**src/rtl/crcl_pkg.sv**
```systemverilog
`default_nettype none

package crcl_pkg;

  // Input action codes
  typedef enum logic [1:0] {
    ACT_CMD  = 2'd0,
    ACT_RX   = 2'd1,
    ACT_TICK = 2'd2
  } action_t;

  // Result kind codes
  typedef enum logic [1:0] {
    KIND_TX     = 2'd0,
    KIND_RX     = 2'd1,
    KIND_STATUS = 2'd2
  } kind_t;

  // Reply status codes
  typedef enum logic [1:0] {
    ST_NONE     = 2'd0,
    ST_OK       = 2'd1,
    ST_MISMATCH = 2'd2,
    ST_TIMEOUT  = 2'd3
  } status_t;

  // Work handed from front to back; a frame end expands into four beats
  typedef enum logic [1:0] {
    JOB_TX_BYTE  = 2'd0,
    JOB_TX_FRAME = 2'd1,
    JOB_RX_BYTE  = 2'd2,
    JOB_TIMEOUT  = 2'd3
  } job_kind_t;

  typedef struct packed {
    job_kind_t   kind;
    logic [7:0]  data;
    logic [15:0] crc;
    logic        fin;
    status_t     status;
  } job_t;

  localparam logic [15:0] CRC_START     = 16'hFFFF;
  localparam logic [15:0] CRC_POLY      = 16'h1021;
  localparam logic [7:0]  END_MARK      = 8'hC1;
  localparam logic [7:0]  ESC_MARK      = 8'hFE;
  localparam logic [17:0] TIMEOUT_RESET = 18'd200000;
  localparam logic [17:0] TICKS_MAX     = 18'h3FFFF;
  localparam logic [1:0]  POS_MAX       = 2'd3;

  // Shift one byte, MSB first, into the CRC register
  function automatic logic [15:0] crc_byte(input logic [15:0] crc_in,
                                           input logic [7:0] data);
    logic [15:0] crc;
    logic        top;
    crc = crc_in;
    for (int i = 0; i < 8; i++) begin
      top = crc[15];
      crc = {crc[14:0], data[7-i]};
      if (top) begin
        crc = crc ^ CRC_POLY;
      end
    end
    return crc;
  endfunction

endpackage

`default_nettype wire

```
**src/rtl/crc_framed_command_link_core.sv**
```systemverilog
`default_nettype none

// Framed command link with CRC-16 trailer and escaped reply parsing. Command
// bytes (action 0) go out unchanged; the byte flagged last_byte also releases
// CRC low, CRC high and the 0xC1 trailer, after which the link waits for a
// reply (action 1) or counts ticks (action 2) up to the timeout register.
// Input beats are taken one per cycle as long as the job queue between the
// classifier and the output sequencer has room (QUEUE_DEPTH jobs). Results
// leave one beat per cycle while out_stall is low, from a registered output
// stage; a frame end expands into four beats and every other result into one,
// so a steady stream of frame ends is bound by the output side. The timeout
// register resets to 200000; the user must write it through cfg_wr_en /
// cfg_wr_data only while the link is idle; the block does not enforce this.
module crc_framed_command_link_core #(
  parameter int QUEUE_DEPTH = 4
) (
  input  wire logic        clk,
  input  wire logic        rst_n,
  input  wire logic        in_valid,
  output logic             in_stall,
  input  wire logic [1:0]  in_action,
  input  wire logic [7:0]  in_data_byte,
  input  wire logic        in_last_byte,
  output logic             out_valid,
  input  wire logic        out_stall,
  output logic [1:0]       out_kind,
  output logic [7:0]       out_byte,
  output logic             out_end_of_run,
  output logic [1:0]       out_status,
  input  wire logic        cfg_wr_en,
  input  wire logic [17:0] cfg_wr_data
);
  import crcl_pkg::*;

  logic full;
  logic push;
  job_t push_job;
  logic pop;
  logic head_valid;
  job_t head_job;

  assign in_stall = full;

  crcl_front u_front (
    .clk         (clk),
    .rst_n       (rst_n),
    .accept      (in_valid && !full),
    .action      (in_action),
    .data_byte   (in_data_byte),
    .last_byte   (in_last_byte),
    .cfg_wr_en   (cfg_wr_en),
    .cfg_wr_data (cfg_wr_data),
    .push        (push),
    .job         (push_job)
  );

  crcl_queue #(
    .DEPTH (QUEUE_DEPTH)
  ) u_queue (
    .clk        (clk),
    .rst_n      (rst_n),
    .push       (push),
    .push_job   (push_job),
    .pop        (pop),
    .full       (full),
    .head_valid (head_valid),
    .head_job   (head_job)
  );

  crcl_back u_back (
    .clk            (clk),
    .rst_n          (rst_n),
    .head_valid     (head_valid),
    .head_job       (head_job),
    .pop            (pop),
    .out_valid      (out_valid),
    .out_stall      (out_stall),
    .out_kind       (out_kind),
    .out_byte       (out_byte),
    .out_end_of_run (out_end_of_run),
    .out_status     (out_status)
  );

endmodule

`default_nettype wire

```
**src/rtl/crcl_front.sv**
```systemverilog
`default_nettype none

module crcl_front (
  input  wire logic               clk,
  input  wire logic               rst_n,
  input  wire logic               accept,
  input  wire logic [1:0]         action,
  input  wire logic [7:0]         data_byte,
  input  wire logic               last_byte,
  input  wire logic               cfg_wr_en,
  input  wire logic [17:0]        cfg_wr_data,
  output logic                    push,
  output crcl_pkg::job_t          job
);
  import crcl_pkg::*;

  logic [17:0] limit_r;
  logic [15:0] crc_r,        crc_nxt;
  logic [1:0]  tx_pos_r,     tx_pos_nxt;
  logic [7:0]  sent_first_r, sent_first_nxt;
  logic [7:0]  sent_second_r, sent_second_nxt;
  logic [1:0]  rx_pos_r,     rx_pos_nxt;
  logic [7:0]  got_first_r,  got_first_nxt;
  logic [7:0]  got_second_r, got_second_nxt;
  logic        esc_r,        esc_nxt;
  logic        awaiting_r,   awaiting_nxt;
  logic [17:0] wait_r,       wait_nxt;

  // Classify the beat and update the link state
  always_comb begin
    logic [15:0] crc_new;
    logic [7:0]  tb [4];
    logic [1:0]  pos;
    logic [7:0]  sf;
    logic [7:0]  ss;
    logic        ends;
    logic [17:0] ticks;

    crc_nxt         = crc_r;
    tx_pos_nxt      = tx_pos_r;
    sent_first_nxt  = sent_first_r;
    sent_second_nxt = sent_second_r;
    rx_pos_nxt      = rx_pos_r;
    got_first_nxt   = got_first_r;
    got_second_nxt  = got_second_r;
    esc_nxt         = esc_r;
    awaiting_nxt    = awaiting_r;
    wait_nxt        = wait_r;
    push            = 1'b0;
    job             = '0;

    crc_new = (tx_pos_r != 2'd0) ? crc_byte(crc_r, data_byte) : crc_r;
    tb[0]   = data_byte;
    tb[1]   = crc_new[7:0];
    tb[2]   = crc_new[15:8];
    tb[3]   = END_MARK;
    pos     = tx_pos_r;
    sf      = sent_first_r;
    ss      = sent_second_r;
    ends    = !esc_r && (data_byte == END_MARK);
    ticks   = (wait_r == TICKS_MAX) ? wait_r : wait_r + 18'd1;

    if (accept) begin
      unique case (action_t'(action))
        ACT_CMD: begin
          if (!awaiting_r) begin
            // track header bytes over every byte that goes out
            for (int i = 0; i < 4; i++) begin
              if (i == 0 || last_byte) begin
                if (pos == 2'd1) begin
                  sf = tb[i];
                end else if (pos == 2'd2) begin
                  ss = tb[i];
                end
                if (pos != POS_MAX) begin
                  pos = pos + 2'd1;
                end
              end
            end
            sent_first_nxt  = sf;
            sent_second_nxt = ss;
            push     = 1'b1;
            job.kind = last_byte ? JOB_TX_FRAME : JOB_TX_BYTE;
            job.data = data_byte;
            job.crc  = crc_new;
            if (last_byte) begin
              tx_pos_nxt     = 2'd0;
              crc_nxt        = CRC_START;
              awaiting_nxt   = 1'b1;
              wait_nxt       = '0;
              rx_pos_nxt     = 2'd0;
              got_first_nxt  = '0;
              got_second_nxt = '0;
              esc_nxt        = 1'b0;
            end else begin
              tx_pos_nxt = pos;
              crc_nxt    = crc_new;
            end
          end
        end
        ACT_RX: begin
          if (awaiting_r) begin
            if (!esc_r && data_byte == ESC_MARK) begin
              esc_nxt = 1'b1;
            end else begin
              esc_nxt = 1'b0;
              if (rx_pos_r == 2'd1) begin
                got_first_nxt = data_byte;
              end else if (rx_pos_r == 2'd2) begin
                got_second_nxt = data_byte;
              end
              if (rx_pos_r != POS_MAX) begin
                rx_pos_nxt = rx_pos_r + 2'd1;
              end
              push     = 1'b1;
              job.kind = JOB_RX_BYTE;
              job.data = data_byte;
              job.fin  = ends;
              if (ends) begin
                awaiting_nxt = 1'b0;
                job.status   = (rx_pos_nxt == POS_MAX &&
                                got_first_nxt == sent_first_r &&
                                got_second_nxt == sent_second_r) ? ST_OK : ST_MISMATCH;
              end
            end
          end
        end
        ACT_TICK: begin
          if (awaiting_r) begin
            wait_nxt = ticks;
            if (ticks >= limit_r) begin
              awaiting_nxt = 1'b0;
              esc_nxt      = 1'b0;
              push         = 1'b1;
              job.kind     = JOB_TIMEOUT;
            end
          end
        end
        default: begin
          // unused action code: drop
        end
      endcase
    end
  end

  // Hold link state and the timeout register
  always_ff @(posedge clk) begin
    if (!rst_n) begin
      limit_r       <= TIMEOUT_RESET;
      crc_r         <= CRC_START;
      tx_pos_r      <= '0;
      sent_first_r  <= '0;
      sent_second_r <= '0;
      rx_pos_r      <= '0;
      got_first_r   <= '0;
      got_second_r  <= '0;
      esc_r         <= 1'b0;
      awaiting_r    <= 1'b0;
      wait_r        <= '0;
    end else begin
      if (cfg_wr_en) begin
        limit_r <= cfg_wr_data;
      end
      crc_r         <= crc_nxt;
      tx_pos_r      <= tx_pos_nxt;
      sent_first_r  <= sent_first_nxt;
      sent_second_r <= sent_second_nxt;
      rx_pos_r      <= rx_pos_nxt;
      got_first_r   <= got_first_nxt;
      got_second_r  <= got_second_nxt;
      esc_r         <= esc_nxt;
      awaiting_r    <= awaiting_nxt;
      wait_r        <= wait_nxt;
    end
  end

endmodule

`default_nettype wire

```
**src/rtl/crcl_queue.sv**
```systemverilog
`default_nettype none

module crcl_queue #(
  parameter int DEPTH = 4
) (
  input  wire logic           clk,
  input  wire logic           rst_n,
  input  wire logic           push,
  input  wire crcl_pkg::job_t push_job,
  input  wire logic           pop,
  output logic                full,
  output logic                head_valid,
  output crcl_pkg::job_t      head_job
);
  import crcl_pkg::*;

  localparam int PW = (DEPTH > 1) ? $clog2(DEPTH) : 1;
  localparam int CW = $clog2(DEPTH + 1);
  localparam logic [PW-1:0] LAST_PTR = PW'(DEPTH - 1);
  localparam logic [CW-1:0] FULL_CNT = CW'(DEPTH);

  job_t          mem [DEPTH];
  logic [PW-1:0] wr_ptr_r;
  logic [PW-1:0] rd_ptr_r;
  logic [CW-1:0] count_r;
  logic          do_push;
  logic          do_pop;

  assign full       = (count_r == FULL_CNT);
  assign head_valid = (count_r != '0);
  assign head_job   = mem[rd_ptr_r];
  assign do_push    = push && !full;
  assign do_pop     = pop && head_valid;

  // Store jobs
  always_ff @(posedge clk) begin
    if (do_push) begin
      mem[wr_ptr_r] <= push_job;
    end
  end

  // Advance pointers and occupancy
  always_ff @(posedge clk) begin
    if (!rst_n) begin
      wr_ptr_r <= '0;
      rd_ptr_r <= '0;
      count_r  <= '0;
    end else begin
      if (do_push) begin
        wr_ptr_r <= (wr_ptr_r == LAST_PTR) ? '0 : wr_ptr_r + PW'(1);
      end
      if (do_pop) begin
        rd_ptr_r <= (rd_ptr_r == LAST_PTR) ? '0 : rd_ptr_r + PW'(1);
      end
      if (do_push && !do_pop) begin
        count_r <= count_r + CW'(1);
      end else if (do_pop && !do_push) begin
        count_r <= count_r - CW'(1);
      end
    end
  end

endmodule

`default_nettype wire

```
**src/rtl/crcl_back.sv**
```systemverilog
`default_nettype none

module crcl_back (
  input  wire logic           clk,
  input  wire logic           rst_n,
  input  wire logic           head_valid,
  input  wire crcl_pkg::job_t head_job,
  output logic                pop,
  output logic                out_valid,
  input  wire logic           out_stall,
  output logic [1:0]          out_kind,
  output logic [7:0]          out_byte,
  output logic                out_end_of_run,
  output logic [1:0]          out_status
);
  import crcl_pkg::*;

  logic [1:0] beat_r;
  logic       valid_r;
  kind_t      kind_r;
  logic [7:0] byte_r;
  logic       end_r;
  status_t    status_r;

  kind_t      b_kind;
  logic [7:0] b_byte;
  logic       b_end;
  status_t    b_status;
  logic       b_final;
  logic       load;

  // Expand the head job into the current beat
  always_comb begin
    b_kind   = KIND_TX;
    b_byte   = head_job.data;
    b_end    = 1'b0;
    b_status = ST_NONE;
    b_final  = 1'b1;
    unique case (head_job.kind)
      JOB_TX_BYTE: begin
        b_kind = KIND_TX;
      end
      JOB_TX_FRAME: begin
        b_final = (beat_r == 2'd3);
        unique case (beat_r)
          2'd0: b_byte = head_job.data;
          2'd1: b_byte = head_job.crc[7:0];
          2'd2: b_byte = head_job.crc[15:8];
          default: begin
            b_byte = END_MARK;
            b_end  = 1'b1;
          end
        endcase
      end
      JOB_RX_BYTE: begin
        b_kind   = KIND_RX;
        b_end    = head_job.fin;
        b_status = head_job.status;
      end
      default: begin
        b_kind   = KIND_STATUS;
        b_byte   = '0;
        b_end    = 1'b1;
        b_status = ST_TIMEOUT;
      end
    endcase
  end

  assign load = !valid_r || !out_stall;
  assign pop  = load && head_valid && b_final;

  // Output register: refill whenever it is empty or the current beat is taken
  always_ff @(posedge clk) begin
    if (!rst_n) begin
      valid_r <= 1'b0;
      beat_r  <= '0;
    end else if (load) begin
      valid_r <= head_valid;
      if (head_valid) begin
        beat_r <= b_final ? 2'd0 : beat_r + 2'd1;
      end
    end
  end

  always_ff @(posedge clk) begin
    if (load && head_valid) begin
      kind_r   <= b_kind;
      byte_r   <= b_byte;
      end_r    <= b_end;
      status_r <= b_status;
    end
  end

  assign out_valid      = valid_r;
  assign out_kind       = kind_r;
  assign out_byte       = byte_r;
  assign out_end_of_run = end_r;
  assign out_status     = status_r;

endmodule

`default_nettype wire

```
**config.mk**
```make
export PLATFORM = sky130hd
export DESIGN_NAME = crc_framed_command_link_core
export DESIGN_NICKNAME = d
export VERILOG_FILES = /design/src/rtl/crcl_pkg.sv /design/src/rtl/crc_framed_command_link_core.sv /design/src/rtl/crcl_front.sv /design/src/rtl/crcl_queue.sv /design/src/rtl/crcl_back.sv
export SDC_FILE = /design/constraint.sdc
export NUM_CORES = 1
export LEC_CHECK = 0
export ABC_CLOCK_PERIOD_IN_PS = 11900
export BUFFER_PORTS_ARGS = -buffer_cell sky130_fd_sc_hd__clkbuf_2
export CORE_ASPECT_RATIO = 2
export CORE_MARGIN = 4
export CORE_UTILIZATION = 50
export DETAILED_ROUTE_END_ITERATION = 12
export PLACE_DENSITY_LB_ADDON = 0.12
export SLEW_MARGIN = 20
export SYNTH_ARGS = -nofsm -noshare
export SYNTH_HDL_FRONTEND = slang
export SYNTH_SLANG_ARGS = --single-unit
```
**constraint.sdc**
```tcl
create_clock -name clk -period 11.9 [get_ports clk]
set_clock_uncertainty 0.1 [all_clocks]
set_input_delay 1.19 -clock clk [delete_from_list [all_inputs] [get_ports clk]]
set_output_delay 1.19 -clock clk [all_outputs]
set_load 0.005 [all_outputs]
```
==> qor.txt <==
WORST SETUP PATH
-------------------------------------------------------------------------------------------------
Critical path arrival ..............................................................      4860 ps
Cells traversed along the worst timing path ........................................ ha_1 > nand3_1 > nor3_2 > nand2_1 > nor2_1 > xor2_1 > ha_1 > nand4_1 > nor3_1 > o311a_1 > ha_1 > inv_1 > fa_1 > xor2_1 > or3_1 > a21oi_1
Classification of the worst setup path .............................................   reg -> reg
Crit. End Element ..................................................................         flop
Depth of the most critical reg-to-reg path .........................................           16
Most common cell type on the critical path .........................................         ha_1
Total buffers and inverters traversed by the critical path .........................            1
Top Family by Delay on Critical Path ............................................... simple AND/OR/NAND/NOR gates
Largest stage delay on the critical path ...........................................       490 ps
First element of the critical path ................................................. u_front.wait_r[0]
Largest driver fanout on the critical path .........................................            7
Critical path depth ................................................................           16
Launch point of the worst reg-to-reg path .......................................... u_front.wait_r[0]
Worst Path Required ................................................................    12,240 ps
Cell with the largest stage delay on the worst path ................................       nor3_2
Startpoint Class ...................................................................         flop

CLOCKING
-------------------------------------------------------------------------------------------------
CTS-repair resized insts ...........................................................            0
CTS sink cnt .......................................................................          231
Clock tree from TritonCTS ..........................................................        built
Total CTS buffers ..................................................................           22
Post-CTS setup buffer count ........................................................            0
Count of H-tree levels built during CTS ............................................            1
Buffer levels on the longest clock path ............................................            3
Hold buffer count at CTS ...........................................................            0
Clk slew on worst S/H paths ........................................................        60 ps
CTS root buffer ....................................................................    clkbuf_16
Clock latency at the later pin of the worst-skew pair ..............................       520 ps

FLOORPLAN
-------------------------------------------------------------------------------------------------
Area of the core region ............................................................   22,160 um2
Standard-cell row count ............................................................           77
Effective utilization at floorplan .................................................       50.88%
Die area ...........................................................................   25,160 um2
Die H ..............................................................................     220.4 um
Ports placed on the boundary .......................................................           49
Horiz. Die Dim .....................................................................     114.2 um

SYNTHESIS
-------------------------------------------------------------------------------------------------
Number of distinct library cell variants in the gate-level netlist after synthesis .           72
Yosys warning count ................................................................            0
Sequential-to-total area share from yosys stat .....................................       52.47%
#FFs+latches synth .................................................................          231
Synth async-reset ratio ............................................................           0%
Synthesized netlist cell count .....................................................          992
Number of enable-type register cells in the synthesized netlist ....................          129
Mean instance size in the synthesized netlist ......................................    11.37 um2
Post-synth net total ...............................................................        1,061
Primary FF master, synth ...........................................................     edfxtp_1
Netlist Area Pre-Place .............................................................   11,270 um2

FINAL LAYOUT
-------------------------------------------------------------------------------------------------
Final instance area ................................................................   12,370 um2
Net total in the final layout ......................................................        1,083
Non-filler instance count after layout .............................................        1,306
Leading cell type in the layout, fill and taps excluded ............................     edfxtp_1
Most frequent cells in the layout .................................................. 129 x edfxtp_1, 101 x dfxtp_1, 91 x nor2_1
Number of fill cells in the layout .................................................        1,985
Layout area overhead ...............................................................       9.743%
Footprint of the flip-flops and latches ............................................     5917 um2
Inserted Diodes ....................................................................            0
Area used by multi-input combinational logic .......................................     4906 um2
Share of final-layout standard cells stronger than drive strength 1 ................       15.05%
Final Core Density .................................................................       55.84%

STA
-------------------------------------------------------------------------------------------------
Share of the clock period used by the worst path ...................................       37.92%
Worst slew slack as a fraction of its limit ........................................       42.24%
Unrepaired setup endpoints after global routing ....................................        false
Final hold violation count .........................................................            0
Worst Hold Margin ..................................................................     362.1 ps
Sum Neg Setup Slack ................................................................         0 ps
Final count of pins violating max slew .............................................            0
Final worst path period need .......................................................      4512 ps
Setup Viol. Count Final ............................................................            0
Transition time of the tightest slew-check pin .....................................     861.1 ps
Max frequency ......................................................................    221.6 MHz

ROUTING
-------------------------------------------------------------------------------------------------
Total number of vias ...............................................................        7,520
1st-pass router iterations .........................................................            4
DRC viols ..........................................................................            0
Average detailed-routed wire length per instance ...................................     19.91 um
Violation count after the first detailed-routing iteration .........................          368
Count of antenna-violating nets left after detailed routing ........................            0
WL final ...........................................................................    26,000 um
Ratio of routed vias to standard cells .............................................        5.758

PWR
-------------------------------------------------------------------------------------------------
Power Density ...................................................................... 159.6 nW/um2
VDD IR-drop max ....................................................................  0.0001118 V
Leakage component of the power .....................................................     4.403 nW

PLACE
-------------------------------------------------------------------------------------------------
GPL Wtd Cong .......................................................................       0.8895
Placed inst area ...................................................................   11,680 um2
Number of buffers inserted by port buffering .......................................           48
HPWL Detailed ......................................................................    18,530 um
# placed instances .................................................................        1,266

STATUS
-------------------------------------------------------------------------------------------------
Result of the run .................................................................. finished clean

GRT
-------------------------------------------------------------------------------------------------
Overall global routing resource usage ..............................................       21.44%
First-pass GRT wire length .........................................................    42,140 um
Antenna violations before repair ...................................................            0
Largest net degree at the start of global routing ..................................           40
Total congestion overflow after global routing .....................................            0
Vias in the first global route .....................................................        7,773

HOLD PATH
-------------------------------------------------------------------------------------------------
Worst min path class ...............................................................   reg -> reg
Worst Min Path Start ............................................................... u_front.esc_r
Worst Hold Path Cells ..............................................................            2

RUN
-------------------------------------------------------------------------------------------------
Max-capacitance violation count ....................................................            0

==> logic make-up (layout without fill, tap and decap cells) <==
family	after synthesis	after routing	synth area share, %
compound gates	182	182	11.41
flops	231	231	52.47
mux	82	82	10.42
buf+inv	107	145	4.017
xor+xnor	72	72	5.593
simple gates	283	283	12.14
fa+ha+maj	35	35	3.951
==> where the power goes <==
group | total [mW] | internal (mW) | switching (mW) | leakage, nW
Combinational | 0.358 | 0.153 | 0.205 | 2.05
Sequential | 0.937 | 0.908 | 0.0298 | 2.02
Clock | 0.680 | 0.384 | 0.296 | 0.340
Total | 1.98 | 1.44 | 0.531 | 4.40
==> worst reg2reg max path, cell delays in order (launching register included) <==
cell and delay (ps):
dfxtp_1 380, ha_1 260, nand3_1 130, nor3_2 490
nand2_1 230, nor2_1 200, xor2_1 90, ha_1 290
nand4_1 130, nor3_1 420, o311a_1 370, ha_1 240
inv_1 70, fa_1 430, xor2_1 180, or3_1 300
a21oi_1 130
==> metrics by stage <==
step           setup slack, ps  total power [mW]
4_1_cts                   7358             2.006
2_1_floorplan             7848             1.210
3_5_place_dp              7391             1.321
6_report                  7388             1.975
5_1_grt                   6982             2.070
3_3_place_gp              7490             1.315
==> flip-flops by register name, summed over array words and instances (netlist names), 16 cells and up, named ones only <==
register / cells
u_front.wait_r: 18
u_front.crc_r: 16
u_queue.mem: 116
u_front.limit_r: 18
==> routing by layer <==
metal / vias to the layer above / GRT usage, % / share of wire [%]
li1: 3660 / - / -
met1: 3652 / 23.99 / 38
met2: 162 / 40.38 / 55
met3: 46 / 2.600 / 3.6
met4: 0 / 8.958 / 3.6
met5: - / 0 / 0
==> worst paths after layout <==
path | slack, ps | to
worst max-delay path | 7390 | u_queue.count_r[2]
worst max register to register | 7390 | u_queue.count_r[2]
worst min-delay path | 360 | u_front.esc_r
worst min register to register | 360 | u_front.esc_r
==> area by class of cell <==
cell class              count  area share [%]
inverters                  42           1.274
flip-flops and latches    231           47.82
well taps                 276           2.791
clock inverters            11          0.6977
multi-input cells         654           39.65
repair buffers             63           2.852
clock buffers              29           4.915
==> synth_stat cells (all sizes together), types with 5 or more instances <==
cell type	instances	area (um2)
a22o	9	78.83
a2bb2oi	8	70.07
nand2b	5	31.28
nand4	10	62.56
ha	34	425.4
mux4	28	630.6
nor2b	5	31.28
a211oi	15	125.1
o211ai	10	75.07
a22oi	5	37.54
nor3	22	135.1
a211o	9	78.83
o21ai	25	125.1
xor2	19	166.4
a21oi	48	244.0
o31ai	5	42.54
o221a	8	90.09
nor4	7	50.05
nand2	78	292.8
a31oi	8	50.05
clkbuf	26	98.84
and2	15	93.84
nor2	92	352.8
xnor2	53	464.2
a311oi	5	43.79
nand3	24	130.1
mux2i	51	510.5
inv	42	157.7
edfxtp	129	3874
dfxtp	102	2042
buf	39	196.4
(Power assumes the default switching activity.)
